[config.mk]
export PLATFORM = sky130hd
export DESIGN_NAME = llr_minmax_uniform_quantizer
export DESIGN_NICKNAME = d
export VERILOG_FILES = /design/src/hw/rtl/lmq_pkg.sv /design/src/hw/rtl/llr_minmax_uniform_quantizer.sv
export SDC_FILE = /design/constraint.sdc
export NUM_CORES = 1
export LEC_CHECK = 0
export ABC_AREA = 0
export ABC_CLOCK_PERIOD_IN_PS = 6100
export BUFFER_PORTS_ARGS = -buffer_cell sky130_fd_sc_hd__buf_2
export CORE_MARGIN = 8
export CORE_UTILIZATION = 55
export CTS_CLUSTER_DIAMETER = 100
export DETAILED_ROUTE_END_ITERATION = 8
export HOLD_SLACK_MARGIN = 0.06
export PLACE_DENSITY = 0.74
export SKIP_CTS_REPAIR_TIMING = 1
export SYNTH_ARGS = -nofsm -noshare
export SYNTH_HDL_FRONTEND = slang
export SYNTH_SLANG_ARGS = --single-unit
[constraint.sdc]
create_clock -name clk_i -period 6.1 [get_ports clk_i]
set_clock_uncertainty 0.05 [all_clocks]
set_input_delay 0.61 -clock clk_i [delete_from_list [all_inputs] [get_ports clk_i]]
set_output_delay 0.61 -clock clk_i [all_outputs]
set_load 0.05 [all_outputs]
[src/hw/rtl/lmq_pkg.sv]
// constants and types shared by the min/max uniform llr quantiser
`timescale 1ns / 1ps

package lmq_pkg;

  localparam int unsigned SAMPLE_BITS_DEF = 16;
  localparam int unsigned PAIR_W          = 8;
  localparam int unsigned BIN_W           = 8;
  localparam int unsigned LVL_W           = BIN_W + 1;
  localparam int unsigned USER_W          = 2;

  localparam logic [PAIR_W-1:0] PAIR_MAX = PAIR_W'(128);
  localparam logic [PAIR_W-1:0] PAIR_MIN = PAIR_W'(1);

  // tuser bit positions on the input side
  localparam int unsigned USER_ACTION = 0;
  localparam int unsigned USER_FIRST  = 1;

  typedef enum logic [2:0] {
    ST_IDLE,
    ST_PREP,
    ST_MUL1,
    ST_DIV1,
    ST_MUL2,
    ST_DIV2,
    ST_ROUND,
    ST_OUT
  } lmq_state_e;

endpackage

[src/hw/rtl/llr_minmax_uniform_quantizer.sv]
// min/max tracking uniform midpoint quantiser for signed llr samples
//
//  channel   dir  beat fields (lsb first)                 handshake
//  s_axis    in   tdata: sample, tuser: action, first     tvalid/tready
//  m_axis    out  tdata: quantized, bin_index             tvalid/tready
//  cfg       in   level_pairs                             cfg_we_i, no wait
//
//  a measure beat updates the tracked bounds and gives no result
//  a quantise beat closes the input until its result is stored: 8 bin divider steps and
//  SAMPLE_BITS midpoint steps; the bin steps are skipped at or beyond a tracked bound,
//  and neither runs before any measure or with a zero range
//  one item at a time; the output register lets the next beat in while a result waits,
//  and a second finished result holds the input until m_axis_tready frees the register
//  reset: level_pairs 1, tracking cleared, no result pending
`timescale 1ns / 1ps

module llr_minmax_uniform_quantizer #(
  parameter int unsigned SAMPLE_BITS = lmq_pkg::SAMPLE_BITS_DEF
) (
  input  logic                              clk_i,
  input  logic                              rst_ni,
  input  logic                              cfg_we_i,
  input  logic [lmq_pkg::PAIR_W-1:0]        cfg_wdata_i,
  input  logic                              s_axis_tvalid,
  output logic                              s_axis_tready,
  // sample
  input  logic [((SAMPLE_BITS+7)/8)*8-1:0]  s_axis_tdata,
  // action, first_of_block
  input  logic [lmq_pkg::USER_W-1:0]        s_axis_tuser,
  output logic                              m_axis_tvalid,
  input  logic                              m_axis_tready,
  // quantized, bin_index
  output logic [((SAMPLE_BITS+lmq_pkg::BIN_W+7)/8)*8-1:0] m_axis_tdata
);

  import lmq_pkg::*;

  localparam int unsigned W    = SAMPLE_BITS;
  localparam int unsigned ODW  = ((W + BIN_W + 7) / 8) * 8;
  localparam int unsigned RW   = W + LVL_W;
  localparam int unsigned CNTW = $clog2(W);

  localparam logic [W-1:0] MIN_RST = {1'b0, {(W-1){1'b1}}};
  localparam logic [W-1:0] MAX_RST = {1'b1, {(W-1){1'b0}}};

  lmq_state_e state_q, state_d;

  logic                have_q, have_d;
  logic [W-1:0]        min_q, min_d;
  logic [W-1:0]        max_q, max_d;
  logic [PAIR_W-1:0]   pairs_q;
  logic                m_valid_q, m_valid_d;
  logic [CNTW-1:0]     cnt_q, cnt_d;

  logic [W-1:0]        smp_q, smp_d;
  logic [W-1:0]        range_q, range_d;
  logic [W-1:0]        diff_q, diff_d;
  logic [BIN_W-1:0]    j_q, j_d;
  logic [RW-1:0]       rem_q, rem_d;
  logic [RW-1:0]       dvs_q, dvs_d;
  logic [W-1:0]        quo_q, quo_d;
  logic [W-1:0]        res_q, res_d;
  logic [BIN_W-1:0]    res_bin_q, res_bin_d;
  logic [W-1:0]        out_quant_q, out_quant_d;
  logic [BIN_W-1:0]    out_bin_q, out_bin_d;

  logic                s_fire;
  logic                in_action;
  logic                in_first;
  logic [W-1:0]        in_sample;
  logic [PAIR_W-1:0]   pairs_eff;
  logic [LVL_W-1:0]    lvl;
  logic [LVL_W+0:0]    four_p;
  logic [BIN_W-1:0]    lvl_m1;
  logic signed [W:0]   rng_w;
  logic signed [W:0]   dif_w;
  logic signed [W:0]   base_w;
  logic [W-1:0]        mul_a;
  logic [LVL_W-1:0]    mul_b;
  logic [RW-1:0]       prod;
  logic                take;
  logic [W-1:0]        quo_nxt;

  assign in_action = s_axis_tuser[USER_ACTION];
  assign in_first  = s_axis_tuser[USER_FIRST];
  assign in_sample = s_axis_tdata[W-1:0];

  assign s_axis_tready = (state_q == ST_IDLE);
  assign s_fire        = s_axis_tvalid && s_axis_tready;

  assign m_axis_tvalid = m_valid_q;
  assign m_axis_tdata  = ODW'({out_bin_q, out_quant_q});

  always_comb begin
    priority if (pairs_q == '0) begin
      pairs_eff = PAIR_MIN;
    end else if (pairs_q > PAIR_MAX) begin
      pairs_eff = PAIR_MAX;
    end else begin
      pairs_eff = pairs_q;
    end
  end

  assign lvl    = {pairs_eff, 1'b0};
  assign four_p = {pairs_eff, 2'b00};
  assign lvl_m1 = BIN_W'(lvl - LVL_W'(1));

  assign rng_w  = $signed({max_q[W-1], max_q}) - $signed({min_q[W-1], min_q});
  assign dif_w  = $signed({smp_q[W-1], smp_q}) - $signed({min_q[W-1], min_q});
  assign base_w = $signed({min_q[W-1], min_q}) + $signed({1'b0, quo_q});

  // shared multiplier
  assign mul_a = (state_q == ST_MUL1) ? diff_q : range_q;
  assign mul_b = (state_q == ST_MUL1) ? lvl : {j_q, 1'b1};
  assign prod  = mul_a * mul_b;

  // one restoring step; the bin pass divides (d*L - 1) by comparing d*L strictly
  assign take    = (state_q == ST_DIV1) ? (rem_q > dvs_q) : (rem_q >= dvs_q);
  assign quo_nxt = {quo_q[W-2:0], take};

  always_comb begin
    state_d     = state_q;
    have_d      = have_q;
    min_d       = min_q;
    max_d       = max_q;
    m_valid_d   = m_valid_q;
    cnt_d       = cnt_q;
    smp_d       = smp_q;
    range_d     = range_q;
    diff_d      = diff_q;
    j_d         = j_q;
    rem_d       = rem_q;
    dvs_d       = dvs_q;
    quo_d       = quo_q;
    res_d       = res_q;
    res_bin_d   = res_bin_q;
    out_quant_d = out_quant_q;
    out_bin_d   = out_bin_q;

    if (m_valid_q && m_axis_tready) begin
      m_valid_d = 1'b0;
    end

    unique case (state_q)
      ST_IDLE: begin
        if (s_fire) begin
          smp_d = in_sample;
          if (!in_action) begin
            have_d = 1'b1;
            if (in_first) begin
              min_d = in_sample;
              max_d = in_sample;
            end else begin
              if ($signed(in_sample) < $signed(min_q)) begin
                min_d = in_sample;
              end
              if ($signed(in_sample) > $signed(max_q)) begin
                max_d = in_sample;
              end
            end
          end else if (!have_q) begin
            res_d     = in_sample;
            res_bin_d = '0;
            state_d   = ST_OUT;
          end else begin
            state_d = ST_PREP;
          end
        end
      end
      ST_PREP: begin
        range_d = rng_w[W-1:0];
        diff_d  = dif_w[W-1:0];
        priority if (rng_w == '0) begin
          res_d     = min_q;
          res_bin_d = '0;
          state_d   = ST_OUT;
        end else if (dif_w[W] || dif_w == '0) begin
          j_d     = '0;
          state_d = ST_MUL2;
        end else if (dif_w >= rng_w) begin
          j_d     = lvl_m1;
          state_d = ST_MUL2;
        end else begin
          state_d = ST_MUL1;
        end
      end
      ST_MUL1: begin
        rem_d   = prod;
        dvs_d   = RW'(range_q) << (BIN_W - 1);
        quo_d   = '0;
        cnt_d   = CNTW'(BIN_W - 1);
        state_d = ST_DIV1;
      end
      ST_DIV1: begin
        if (take) begin
          rem_d = rem_q - dvs_q;
        end
        dvs_d = dvs_q >> 1;
        quo_d = quo_nxt;
        cnt_d = cnt_q - CNTW'(1);
        if (cnt_q == '0) begin
          j_d     = quo_nxt[BIN_W-1:0];
          state_d = ST_MUL2;
        end
      end
      ST_MUL2: begin
        rem_d   = prod;
        dvs_d   = RW'(four_p) << (W - 1);
        quo_d   = '0;
        cnt_d   = CNTW'(W - 1);
        state_d = ST_DIV2;
      end
      ST_DIV2: begin
        if (take) begin
          rem_d = rem_q - dvs_q;
        end
        dvs_d = dvs_q >> 1;
        quo_d = quo_nxt;
        cnt_d = cnt_q - CNTW'(1);
        if (cnt_q == '0) begin
          state_d = ST_ROUND;
        end
      end
      ST_ROUND: begin
        // truncation toward zero lifts a negative midpoint with a remainder
        res_d     = base_w[W-1:0] + W'(base_w[W] && (rem_q != '0));
        res_bin_d = j_q;
        state_d   = ST_OUT;
      end
      ST_OUT: begin
        if (!m_valid_q || m_axis_tready) begin
          m_valid_d   = 1'b1;
          out_quant_d = res_q;
          out_bin_d   = res_bin_q;
          state_d     = ST_IDLE;
        end
      end
      default: begin
        state_d = ST_IDLE;
      end
    endcase
  end

  always_ff @(posedge clk_i or negedge rst_ni) begin
    if (!rst_ni) begin
      state_q   <= ST_IDLE;
      have_q    <= 1'b0;
      min_q     <= MIN_RST;
      max_q     <= MAX_RST;
      pairs_q   <= PAIR_MIN;
      m_valid_q <= 1'b0;
      cnt_q     <= '0;
    end else begin
      state_q   <= state_d;
      have_q    <= have_d;
      min_q     <= min_d;
      max_q     <= max_d;
      m_valid_q <= m_valid_d;
      cnt_q     <= cnt_d;
      if (cfg_we_i) begin
        pairs_q <= cfg_wdata_i;
      end
    end
  end

  always_ff @(posedge clk_i) begin
    smp_q       <= smp_d;
    range_q     <= range_d;
    diff_q      <= diff_d;
    j_q         <= j_d;
    rem_q       <= rem_d;
    dvs_q       <= dvs_d;
    quo_q       <= quo_d;
    res_q       <= res_d;
    res_bin_q   <= res_bin_d;
    out_quant_q <= out_quant_d;
    out_bin_q   <= out_bin_d;
  end

  // tracked bounds stay ordered once measured
  a_minmax_order: assert property (@(posedge clk_i) disable iff (!rst_ni)
    have_q |-> ($signed(min_q) <= $signed(max_q)))
    else $error("min above max");

  // bin index never reaches the level count
  a_bin_range: assert property (@(posedge clk_i) disable iff (!rst_ni)
    (state_q == ST_MUL2) |-> ({1'b0, j_q} < lvl))
    else $error("bin index out of range");

  // midpoint remainder below the divisor after the last step
  a_rem_range: assert property (@(posedge clk_i) disable iff (!rst_ni)
    (state_q == ST_ROUND) |-> (rem_q < RW'(four_p)))
    else $error("divider remainder too large");

  // a quantise beat closes the input until its result is stored
  a_busy_after_quant: assert property (@(posedge clk_i) disable iff (!rst_ni)
    (s_fire && in_action) |=> !s_axis_tready)
    else $error("input open during quantise");

endmodule

After elaboration in Yosys (flattened, before gate mapping):

Cells that the tools add are included.

* $add $sub $neg: 7
* multipliers: 1
* order comparisons: 6
* eq/ne operators: 17
* mux-type cells: 42
* bitwise gates (word level): 1
* reduce and logical (&&, ||, !) cells: 29

Operators with widths (count)
* $mux 16: 9
* $mux 8: 10
* $pmux 25 s3: 1
* $pmux 25 s2: 1
* $pmux 16 s3: 1
* $logic_not 17->1: 2
* $sub 16x16->17: 2
* $pmux 16 s2: 1
* $mux 3: 9
* $ge 25x25->1: 1
* $gt 25x25->1: 1
* $mul 16x9->25: 1
* $mux 25: 1
* $reduce_bool 25->1: 1
* $sub 25x25->25: 1
* $pmux 3 s8: 1
* $pmux 8 s3: 1
* $add 16x17->17: 1
* $ge 17x17->1: 1
* $add 16x1->16: 1
* $gt 16x16->1: 1
* $lt 16x16->1: 1
* $pmux 8 s2: 1
* $eq 3x3->1 const B: 4
* other kinds (25): 49

* register bits: 219
* input port bits: 31
* output and inout bits: 26
* logic and storage cells: 121

Longest topological paths before layout:

* depth in word-level cells: 8
* mapped depth: 27
* gate-level depth less buffers: 25

Worst setup path after synthesis:

Ideal clock, no wire load.

* kind: register to register
* start: reg pairs_q[3]
* end: reg rem_q[23] (data pin)
* library setup time: 0.269 ns
* data arrival time: 6.212 ns
* required time: 5.781 ns
* slack: -0.430 ns
* stages on the path, launching flop included: 26
* buffers on the path: 2
* period minus slack after synthesis: 6.530 ns
* cell sequence: dfrtp_1 > clkbuf_1 > nor4_1 > nor3b_1 > o21ai_1 > o21ai_0 > clkbuf_1 > nand2_1 > fa_1 > inv_1 > fa_1 > fa_1 > inv_1 > fa_1 > inv_1 > ha_1 > and3_1 > a221oi_1 > nor2b_1 > nor2_1 > o21ai_1 > a21boi_0 > o21ai_1 > a31oi_1 > xor2_1 > o21ai_0

* longest elaborated chain between the ends: 6
* elaborated cells on any way between the ends: 7
* those cells by class: mul (1); order compare (1); mux (4); reduce/logical (1)

RTL lines
* from (decl): line llr_minmax_uniform_quantizer.sv:51 `logic [PAIR_W-1:0] pairs_q;`
* from (signal assigned): line llr_minmax_uniform_quantizer.sv:261 `pairs_q <= cfg_wdata_i;`
* $gt 8x8->1: line llr_minmax_uniform_quantizer.sv:97 `end else if (pairs_q > PAIR_MAX) begin`
* $mux 8: line llr_minmax_uniform_quantizer.sv:97
* $mux 8 *: line llr_minmax_uniform_quantizer.sv:95 `priority if (pairs_q == '0) begin`
* $mux 9 *: line llr_minmax_uniform_quantizer.sv:114 `assign mul_b = (state_q == ST_MUL1) ? lvl : {j_q, 1'b1};`
* $mul 16x9->25 *: line llr_minmax_uniform_quantizer.sv:115 `assign prod = mul_a * mul_b;`
* $pmux 25 s2 *: line llr_minmax_uniform_quantizer.sv:144 `unique case (state_q)`
* net rem_d[23]: line llr_minmax_uniform_quantizer.sv:59 `logic [RW-1:0] rem_q, rem_d;`
* to (signal assigned): line llr_minmax_uniform_quantizer.sv:271 `rem_q <= rem_d;`
* to (decl): line llr_minmax_uniform_quantizer.sv:59

The timed path passes the listed nets; every way through them passes the cells marked *.
A chain may end at the register's enable or synchronous reset.

Final worst setup path:

* start: reg pairs_q[5]
* end: reg rem_q[24] (data pin)

Same word-level chain as after synthesis.

==> run metrics <==
Final setup viols=0; Post-synth EDFFs=170; Worst Path Required=6.31 ns; initial DRC count=1,095; vias in the first global route=14,230; CP max stage delay=0.53 ns; status=finished clean; routability cong.=0.9276; Max Slew Vio Count=0; CTS Buf Count=25; Nets=2,288; Synth Area in Compound Gates=0.1386; Buf+Inv Stages, Crit Path=7; Tcrit/Tclk final=0.9756; DR DRC count=0; total die area=38,830 um2; clock tree from TritonCTS=yes; Final Instance Area=20,420 um2; synth top area cells=edfxtp_1, ha_1, fa_1; PnR worst setup slack=between 0.1 and 0.15 ns; worst min path class=in -> async; pre-CTS WS=-0.06858 ns; drt wl/cell=between 15 and 20 um; Synth top area share=0.2832; Post-Syn Area=18,030 um2; max cap viols=0; Syn-to-layout area delta=13.28%; Synth Register Bits=~220; Root Buffer=clkbuf_16; CP max FO=7; post-synthesis xor/xnor area fraction=0.04567; critical-path cell list=nor4_2, nor3b_2, o21ai_2, o21ai_4, buf_12, clkbuf_16, buf_4, nand2_1, fa_2, inv_1, fa_1, fa_1, inv_1, fa_1, inv_1, ha_2, nand4_1, nor2_2, o31ai_2, buf_4, nand4b_1, a31oi_1, xnor2_1, a21oi_1; die span in x=197.0 um; Synth async-reset ratio=0.2237; Main synth FF type=edfxtp_1; post-synth net total=roughly 2,200; vias=14,000; CTS max path bufs=3; CP Capture Type=flop; final hold vios=0; vias per inst=between 5 and 6; Adder-Cell Fraction of Synth Area=0.2331; row count=66; Setup crit start kind=flop; sequential area share after synthesis=0.3524; syn_area_per_cell=approximately 9.7 um2; fraction of layout cells with a size suffix above 1=0.1523; synthesized instance count=1,866; max frequency=0.1680 GHz; final wirelength=roughly 46 mm; Worst slew margin=0.1830; Detailed Place HPWL=36.05 mm; multiplexer area fraction after synthesis=0.01673; CTS clk-pin slew, worst paths=roughly 0.060 ns; final setup TNS=0 ns; critical path type=reg -> reg; PortBufs=56; Std-Cell Core Area=32,370 um2; I/O pins=57; Slew @ Worst Pin=1.220 ns; Max stage delay cell, worst path=fa_2; clock latency at the later pin of the worst-skew pair=0.54 ns; post-route minimum period=5.951 ns; CTS sink cnt=219; GRT overflow=0; Worst Path Arrival=6.16 ns; Initial Utilization=0.5569; Area after DPL=19,210 um2; GRT Resource Usage Total=0.2313; Yosys Warn Count=0; TritonRoute pass-1 iters=7; critical path's top delay family=adder cells; largest net degree at the start of global routing=52; n_diodes=0; height of the die=197.0 um; largest family of logic cells by synthesized area=adder cells; Netlist cell types=79; global-route wire length before repair=around 72 mm; simple-gate share of the synthesized area=0.1529; initial antenna violation count=0; Yosys top cell by area=edfxtp_1; number of routed nets with antenna violations=0; H-tree level count=1
-- cells in the mapped netlist (all sizes together), types with 6 or more instances --
cell,instances
nor2,170
nand2,165
edfxtp,170
o21ai,111
ha,171
a22oi,17
or3,8
nand2b,29
dfstp,17
and3,12
a211oi,14
clkbuf,49
a221oi,6
nor2b,22
nor3,20
xor2,41
o21a,15
and2,44
or2,23
o22ai,6
xnor2,53
mux2,25
inv,237
o211ai,8
a31oi,10
a21o,35
nand4,11
nor4,12
a211o,6
o31ai,9
fa,103
a21oi,88
dfrtp,32
a21boi,11
nand3,38
o21bai,8
-- area by class of cell --
| class | count | area (um2) |
|---|---|---|
| clock buffer | 29 | 640.6 |
| clock inverter | 17 | 214.0 |
| fill | 2726 | 11950 |
| inverter | 237 | 893.4 |
| multi-input combinational | 1359 | 10790 |
| sequential | 219 | 6352 |
| tap | 442 | 553.0 |
| timing repair buffer | 141 | 982.2 |
-- path summary, 6_finish.rpt --
kind / startpoint / endpoint / slack (ns) / cells after the start
worst min register to register: res_q[12] / out_quant_q[12] / 0.37 / 0
worst max-delay path: pairs_q[5] / rem_q[24] / 0.15 / 24
min in group clk_i: cfg_wdata_i[1] / pairs_q[1] / 0.26 / 2
max in group asynchronous: rst_ni / pairs_q[5] / 5.41 / 2
worst max register to register: pairs_q[5] / rem_q[24] / 0.15 / 24
worst min-delay path: rst_ni / max_q[13] / 0.11 / 2
-- registers in the layout, summed over array words and instances (netlist names), 3 cells and up --
| name | count |
|---|---|
| pairs_q | 8 |
| out_quant_q | 16 |
| quo_q | 16 |
| smp_q | 16 |
| res_q | 16 |
| out_bin_q | 8 |
| rem_q | 25 |
| max_q | 16 |
| res_bin_q | 8 |
| cnt_q | 4 |
| min_q | 16 |
| diff_q | 16 |
| state_q | 3 |
| dvs_q | 25 |
| j_q | 8 |
| range_q | 16 |
-- logic make-up after synthesis --
kind of cell,count (synthesis)
mux,27
compound gates,386
xor+xnor,94
flops,219
buf+inv,290
fa+ha+maj,274
simple gates,576
-- metrics by stage --
step	utilization	std cells	hold WS (ns)
global placement	0.5935	2378	0.3527
CTS	0.6199	2424	0.1220
floorplan	-	1866	0.2644
global route	0.6308	2444	0.1570
detailed placement	0.5935	2378	0.3554
finish	0.6308	2444	0.1130
-- layer usage --
| metal | up-vias | routed length (um) | GRT usage |
|---|---|---|---|
| met3 | 122 | 2159 | 0.02521 |
| met2 | 461 | 22480 | 0.4024 |
| met4 | 0 | 2381 | 0.1084 |
| met5 | - | 0 | 0 |
| li1 | 6702 | - | - |
| met1 | 6710 | 18950 | 0.2860 |
-- layout by cell type (no fill, tap or decap), types with 53 or more instances in the layout --
cell type	Yosys	final
buf_4	1	77
ha_1	171	169
inv_1	236	234
fa_1	103	102
a21oi_1	87	79
nand2_1	165	164
edfxtp_1	170	170
o21ai_0	89	82
buf_2	1	57
xnor2_1	53	53
nor2_1	170	165
Power is not shown: default switching activity piles up to over one toggle a cycle in this logic, so the estimate is an artifact.
